## src/design/c8080_pkg.sv

```systemverilog
// ----------------------------------------------------------------------------
// c8080_pkg
// Types and codes shared by the 8080 subset core.
// ----------------------------------------------------------------------------
`default_nettype none

package c8080_pkg;

    typedef enum logic [1:0] {
        CMD_WRITE = 2'd0,
        CMD_READ  = 2'd1,
        CMD_EXEC  = 2'd2,
        CMD_NONE  = 2'd3
    } t_cmd;

    typedef enum logic [3:0] {
        S_IDLE, S_CMD, S_F1, S_F2, S_F3, S_A1, S_A2, S_A3, S_EX, S_DONE
    } t_state;

    typedef enum logic [2:0] {
        AS_CMD, AS_PC0, AS_PC1, AS_PC2, AS_ACC1, AS_ACC2
    } t_asel;

    typedef enum logic [2:0] {
        CP_NONE, CP_OP, CP_B1, CP_B2, CP_D1, CP_D2
    } t_cap;

    typedef struct packed {
        logic  load_cmd;
        logic  mem_en;
        logic  mem_we;
        t_asel asel;
        t_cap  cap;
        logic  exec;
        logic  load_resp;
    } t_ctl;

    typedef struct packed {
        t_cmd       cmd;
        logic       run_ok;
        logic [1:0] n_acc;
        logic       acc1_we;
        logic       acc2_we;
    } t_stat;

    // register codes in the opcode fields
    localparam logic [2:0] RC_B = 3'd0;
    localparam logic [2:0] RC_C = 3'd1;
    localparam logic [2:0] RC_D = 3'd2;
    localparam logic [2:0] RC_E = 3'd3;
    localparam logic [2:0] RC_H = 3'd4;
    localparam logic [2:0] RC_L = 3'd5;
    localparam logic [2:0] RC_M = 3'd6;
    localparam logic [2:0] RC_A = 3'd7;

    // opcodes decoded one by one
    localparam logic [7:0] OP_INR_M  = 8'h34;
    localparam logic [7:0] OP_MVI_D  = 8'h16;
    localparam logic [7:0] OP_HLT    = 8'h76;
    localparam logic [7:0] OP_DAD_B  = 8'h09;
    localparam logic [7:0] OP_DAD_D  = 8'h19;
    localparam logic [7:0] OP_DAD_H  = 8'h29;
    localparam logic [7:0] OP_LDAX_B = 8'h0a;
    localparam logic [7:0] OP_LDAX_D = 8'h1a;
    localparam logic [7:0] OP_RRC    = 8'h0f;
    localparam logic [7:0] OP_INX_D  = 8'h13;
    localparam logic [7:0] OP_INX_H  = 8'h23;
    localparam logic [7:0] OP_CMA    = 8'h2f;
    localparam logic [7:0] OP_STA    = 8'h32;
    localparam logic [7:0] OP_LDA    = 8'h3a;
    localparam logic [7:0] OP_ANA_A  = 8'ha7;
    localparam logic [7:0] OP_XRA_A  = 8'haf;
    localparam logic [7:0] OP_POP_B  = 8'hc1;
    localparam logic [7:0] OP_POP_D  = 8'hd1;
    localparam logic [7:0] OP_POP_H  = 8'he1;
    localparam logic [7:0] OP_POP_PSW = 8'hf1;
    localparam logic [7:0] OP_PUSH_B = 8'hc5;
    localparam logic [7:0] OP_PUSH_D = 8'hd5;
    localparam logic [7:0] OP_PUSH_H = 8'he5;
    localparam logic [7:0] OP_PUSH_PSW = 8'hf5;
    localparam logic [7:0] OP_JNZ    = 8'hc2;
    localparam logic [7:0] OP_JZ     = 8'hca;
    localparam logic [7:0] OP_JMP    = 8'hc3;
    localparam logic [7:0] OP_CALL   = 8'hcd;
    localparam logic [7:0] OP_RET    = 8'hc9;
    localparam logic [7:0] OP_ADI    = 8'hc6;
    localparam logic [7:0] OP_ACI    = 8'hce;
    localparam logic [7:0] OP_OUT    = 8'hd3;
    localparam logic [7:0] OP_ANI    = 8'he6;
    localparam logic [7:0] OP_XCHG   = 8'heb;
    localparam logic [7:0] OP_EI     = 8'hfb;
    localparam logic [7:0] OP_CPI    = 8'hfe;

endpackage

`default_nettype wire

```

## src/design/c8080_ctrl.sv

```systemverilog
// ----------------------------------------------------------------------------
// c8080_ctrl
// Sequencer: command decode, instruction fetch, data accesses, response.
// ----------------------------------------------------------------------------
`default_nettype none

module c8080_ctrl (
    input  logic            i_clk,
    input  logic            i_rst_n,
    input  logic            i_cmd_valid,
    output logic            o_cmd_ready,
    input  logic            i_out_ready,
    output logic            o_out_valid,
    input  c8080_pkg::t_stat i_stat,
    output c8080_pkg::t_ctl  o_ctl
);
    import c8080_pkg::*;

    t_state r_state, n_state;
    logic   r_out_valid;
    logic   slot_free;

    assign slot_free   = !r_out_valid || i_out_ready;
    assign o_out_valid = r_out_valid;

    always_ff @(posedge i_clk) begin
        if (!i_rst_n) begin
            r_state     <= S_IDLE;
            r_out_valid <= 1'b0;
        end else begin
            r_state <= n_state;
            if (o_ctl.load_resp) begin
                r_out_valid <= 1'b1;
            end else if (i_out_ready) begin
                r_out_valid <= 1'b0;
            end
        end
    end

    always_comb begin
        n_state = r_state;
        case (r_state)
            S_IDLE: if (i_cmd_valid) n_state = S_CMD;
            S_CMD: begin
                if (i_stat.cmd == CMD_EXEC && i_stat.run_ok) n_state = S_F1;
                else n_state = S_DONE;
            end
            S_F1: n_state = S_F2;
            S_F2: n_state = S_F3;
            S_F3: n_state = (i_stat.n_acc == 2'd0) ? S_EX : S_A1;
            S_A1: n_state = S_A2;
            S_A2: n_state = (i_stat.n_acc == 2'd2) ? S_A3 : S_EX;
            S_A3: n_state = S_EX;
            S_EX: n_state = S_DONE;
            S_DONE: if (slot_free) n_state = S_IDLE;
            default: n_state = S_IDLE;
        endcase
    end

    always_comb begin
        o_ctl       = '0;
        o_ctl.asel  = AS_CMD;
        o_ctl.cap   = CP_NONE;
        o_cmd_ready = 1'b0;
        case (r_state)
            S_IDLE: begin
                o_cmd_ready    = 1'b1;
                o_ctl.load_cmd = i_cmd_valid;
            end
            S_CMD: begin
                case (i_stat.cmd)
                    CMD_WRITE: begin
                        o_ctl.mem_en = 1'b1;
                        o_ctl.mem_we = 1'b1;
                    end
                    CMD_READ: o_ctl.mem_en = 1'b1;
                    CMD_EXEC: begin
                        o_ctl.mem_en = i_stat.run_ok;
                        o_ctl.asel   = AS_PC0;
                    end
                    default: o_ctl.mem_en = 1'b0;
                endcase
            end
            S_F1: begin
                o_ctl.mem_en = 1'b1;
                o_ctl.asel   = AS_PC1;
                o_ctl.cap    = CP_OP;
            end
            S_F2: begin
                o_ctl.mem_en = 1'b1;
                o_ctl.asel   = AS_PC2;
                o_ctl.cap    = CP_B1;
            end
            S_F3: o_ctl.cap = CP_B2;
            S_A1: begin
                o_ctl.mem_en = 1'b1;
                o_ctl.mem_we = i_stat.acc1_we;
                o_ctl.asel   = AS_ACC1;
            end
            S_A2: begin
                o_ctl.mem_en = (i_stat.n_acc == 2'd2);
                o_ctl.mem_we = i_stat.acc2_we;
                o_ctl.asel   = AS_ACC2;
                o_ctl.cap    = CP_D1;
            end
            S_A3: o_ctl.cap = CP_D2;
            S_EX: o_ctl.exec = 1'b1;
            S_DONE: o_ctl.load_resp = slot_free;
            default: o_ctl.exec = 1'b0;
        endcase
    end

endmodule

`default_nettype wire

```

## config.mk

```make
export PLATFORM = sky130hd
export DESIGN_NAME = c8080_ctrl
export DESIGN_NICKNAME = d
export VERILOG_FILES = /design/src/design/c8080_pkg.sv /design/src/design/c8080_ctrl.sv
export SDC_FILE = /design/constraint.sdc
export NUM_CORES = 1
export LEC_CHECK = 0
export BUFFER_PORTS_ARGS = -buffer_cell sky130_fd_sc_hd__buf_2
export CORE_ASPECT_RATIO = 0.9
export CORE_MARGIN = 2
export CORE_UTILIZATION = 30
export CTS_CLUSTER_DIAMETER = 40
export DETAILED_ROUTE_END_ITERATION = 8
export PLACE_DENSITY = 0.52
export SLEW_MARGIN = 15
export SYNTH_ARGS = -nofsm -noshare
export SYNTH_HDL_FRONTEND = slang
export SYNTH_SLANG_ARGS = --single-unit
```

## constraint.sdc

```tcl
create_clock -name i_clk -period 1.8 [get_ports i_clk]
set_input_delay 0.36 -clock i_clk [delete_from_list [all_inputs] [get_ports i_clk]]
set_output_delay 0.36 -clock i_clk [all_outputs]
set_load 0.005 [all_outputs]
```

* Word-level counts from Yosys, hierarchy flattened
Index checks and enable logic that the tools add are counted.
** Cells by class
- Equality and inequality tests :: 14
- Reductions and logical operators :: 10
- Mux-type cells :: 19
** Operator list (number)
- 4-bit case mux with 10 select lines :: 1
- 3-bit case mux with 5 select lines :: 2
- 4-bit two-way mux :: 5
- 4-bit by 3-bit equality test with 1-bit output, second input constant :: 4
- 4-bit by 2-bit equality test with 1-bit output, second input constant :: 2
- 4-bit equality test, second input constant :: 2
- 1-bit two-way mux :: 8
- 1-bit case mux with 3 select lines :: 2
- 2-bit equality test, second input constant :: 2
- 4-bit by 1-bit equality test with 1-bit output, second input constant :: 1
- 2-bit zero test :: 2
- 4-bit zero test :: 1
- 2-bit inequality test, second input constant :: 2
- 3-bit OR reduction :: 1
- 2-bit by 1-bit equality test with 1-bit output, second input constant :: 1
- 1-bit case mux with 2 select lines :: 1
- 2-bit AND reduction :: 1
- 2-bit nonzero test :: 1
- 2-bit OR reduction :: 1
- 1-bit logical AND :: 1
- 1-bit zero test :: 1
- 1-bit logical OR :: 1
** Storage, ports and cells
- Output and inout bits :: 13
- Input bits :: 11
- Word-level logic and storage cells :: 45
- Register bits :: 5

* Longest topological paths before layout
- Depth in word-level cells :: 4
- Mapped depth :: 5
- Mapped depth without buffers :: 4

* Least setup slack after synthesis
OpenSTA, ideal clock, no wires.
- Kind :: reg2out
- Start :: reg r_state[2]
- End :: out o_ctl[10] in the netlist's numbering
- Data required time :: 1.440 ns
- Arrival time :: 1.119 ns
- Slack :: 0.321 ns
- Stages on the path, launching flop included :: 5
- Path buffers :: 2
- Path through :: dfxtp_1 buf_6 buf_2 nor4_1 and2_1
** RTL lines
- start: declaration :: RTL line c8080_ctrl.sv:19 : t_state r_state, n_state;
- start signal: assignment :: RTL line c8080_ctrl.sv:31 : r_state <= n_state;
- end: declaration :: RTL line c8080_ctrl.sv:15 : output c8080_pkg::t_ctl o_ctl

==> impl_metrics.csv <==
group,metric,value,unit
status,outcome,"finished, final reports clean",
finish,layout_common_cells,"23 x buf_2, 9 x nor2_1, 8 x a21oi_1, 7 x nand2_1",
worst_setup_path,slowest_delay,0.32,ns
route,vias_per_cell,4.83,
route,routedWlPerCell,10.6,um
die,fp-row-count,14,
worst_setup_path,cp_top_family,"buffers and inverters",
timing,fin_setup_tns,0,ns
hold_path,min_path_type,"input pin to register",
power,power_density,687,mW/mm^2
worst_setup_path,rr_endpoint,"r_state[3]",
logic_synthesis,yosysUniqueCellTypes,29,
logic_synthesis,synthesis.nets,89,
clocking,clock-root-buffer,"clkbuf_4",
worst_setup_path,critPathCapture,"o_ctl[4]",
logic_synthesis,synth_cells,78,
clocking,h-tree-depth,1,
die,die_h,43.5,um
clocking,cts.sinks,5,
worst_setup_path,crit_fanout,17,
grt,grt_pass1_wl,2.23,mm
timing,finalCriticalPeriod,1.66,ns
finish,final_area,701,sq um
clocking,numCtsBuffers,3,
logic_synthesis,ys.flop_type,"dfxtp_1",
finish,finalNetCount,114,
grt,grt_pass1_vias,491,
logic_synthesis,yosys_warnings,0,
finish,area_growth,34.9,%
grt,grt_max_degree,18,
placement,hpwl,1.00,mm
placement,port_buffers,23,
timing,drv_slew,0,
route,ant_nets,0,
timing,whs,0.378,ns
grt,track_usage,15.1,%
clocking,cts_buffer_depth,2,
logic_synthesis,syn_avg_cell_area,6.66,sq um
finish,layout-drive-gt1-share,37.3,%
power,ir_drop,0.372,mV
worst_setup_path,crit_path_cell_trace,"buf_4 > nor2b_1 > nand2_1 > inv_1 > buf_2",
logic_synthesis,synth_seq_area_share,19.3,%
timing,max_freq,602,MHz
worst_setup_path,cp.depth,5,
route,num_vias,609,
worst_setup_path,cp.arrival,1.30,ns
die,io_pins,24,
grt,antenna_found_initial,0,
worst_setup_path,reg2reg_depth,5,
worst_setup_path,r2r_setup_slack,0.40,ns
flow_run,cap_viol_max_count,0,
die,coreArea,0.00165,sq mm
worst_setup_path,crit_slowest_cell,"dfxtp_1",
timing,worst_slew_pin_slew,0.298,ns
die,die_area,0.00208,sq mm
logic_synthesis,synthesis.area,519,sq um
worst_setup_path,path_class,"register to primary output",
timing,fin_crit_sh,92.2,%
route,first_pass_iters,4,
route,drc_errors,0,
clocking,clock_latency,0.25,ns
worst_setup_path,cp-start-kind,"register",
finish,final_common_cell,"buf_2",
finish,antenna_cells,0,
grt,overflow,0,
logic_synthesis,postSynth.asyncResetShare,0,%
timing,setup_violations,0,
placement,placedInstanceArea,653,sq um
logic_synthesis,synth_edf_count,0,
clocking,path_clk_slew,0.05,ns
placement,place.gp.congestion,0.757,
worst_setup_path,cp-end-kind,"primary output",
power,leakage,0.325,nW
clocking,cts_tree,"done",
timing,hold_viol,0,
clocking,cts_hold_buf,0,
worst_setup_path,cp_num_buf_inv,3,
die,die_x,47.9,um
die,start_util,31.5,%
timing,rsz0062_at_grt,"false",
timing,skew,0.00381,ns
logic_synthesis,synth_seq_cells,5,
timing,relSlewSlack,80.1,%
clocking,cts_setup_buffers,0,
worst_setup_path,crit_start,"r_state[2]",
worst_setup_path,required,1.44,ns
route,drt_iter0_drc,7,
route,wl,1.33,mm
worst_setup_path,reg2reg_from,"r_state[2]",
## layer usage
metal / up-vias / wire length [um] / global-route usage [%]
met5: - / 0 / 0
met4: 0 / 5 / 3.24
met3: 2 / 89 / 7.50
met2: 18 / 585 / 20.3
met1: 270 / 653 / 21.9
li1: 319 / - / -
## registers in the layout (all words and copies together), names as in the netlist
register	flops
r_state	4
o_out_valid	1
## cell usage after synthesis, types with 2 or more instances
cell type | n | share of area [%]
a21oi_1 | 8 | 7.7
a31oi_1 | 2 | 2.4
and2_1 | 2 | 2.4
buf_2 | 3 | 2.9
clkbuf_1 | 2 | 1.4
dfxtp_1 | 5 | 19
inv_1 | 2 | 1.4
nand2_1 | 7 | 5.1
nand2b_1 | 5 | 6.0
nor2_1 | 9 | 6.5
nor2b_1 | 6 | 7.2
nor3_1 | 3 | 2.9
nor4_1 | 2 | 2.4
o21a_1 | 3 | 4.3
o21ai_0 | 5 | 4.8
## through the flow
stage / setup WS, ns / instances / total power [mW] / utilization [%]
CTS: 0.0175 / 126 / 0.481 / 41.4
global route: 0.0168 / 126 / 0.528 / 42.6
finish: 0.140 / 126 / 0.482 / 42.6
floorplan: 0.321 / 78 / 0.271 / -
detailed placement: 0.250 / 122 / 0.338 / 39.7
global placement: 0.281 / 122 / 0.339 / 39.7
## final cells by class
type,instances,area [sq um]
repair buffers,26,138
multi-input cells,65,395
well taps,24,30.0
flip-flops and latches,5,104
fillers,199,946
inverters,2,7.51
clock buffers,4,26.3
## cells by family after synthesis
group | Yosys count | share of synthesized area, %
DFF | 5 | 19.3
xor gates and xnor gates | 2 | 3.37
AOI/OAI and AO/OA | 22 | 25.8
muxes | 1 | 1.93
and+or+nand+nor | 40 | 41.7
buffers and inverters | 8 | 7.95
## how the worst min path moves through the flow
stage	startpoint	to	slack, ns	cells past startpoint
4_1_cts	i_rst_n	r_state[3]	0.37	2
2_1_floorplan	i_rst_n	r_state[3]	0.48	1
5_1_grt	i_rst_n	r_state[3]	0.37	2
3_5_place_dp	i_rst_n	r_state[3]	0.64	2
3_3_place_gp	i_rst_n	r_state[3]	0.63	2
6_report	i_rst_n	r_state[3]	0.38	2
## timing repair
action,4_1_cts,5_1_grt
hold endpoints to repair,0,0
setup endpoints to repair,1,5
gates resized for setup,1,6
## power breakdown
group          total (mW)  switching, mW  leakage [nW]  internal (mW)
Clock               0.135         0.0505        0.0150         0.0841
Combinational       0.186         0.0893         0.268         0.0968
Sequential          0.161         0.0348        0.0419          0.126
Power figures use the tool's default switching activity.
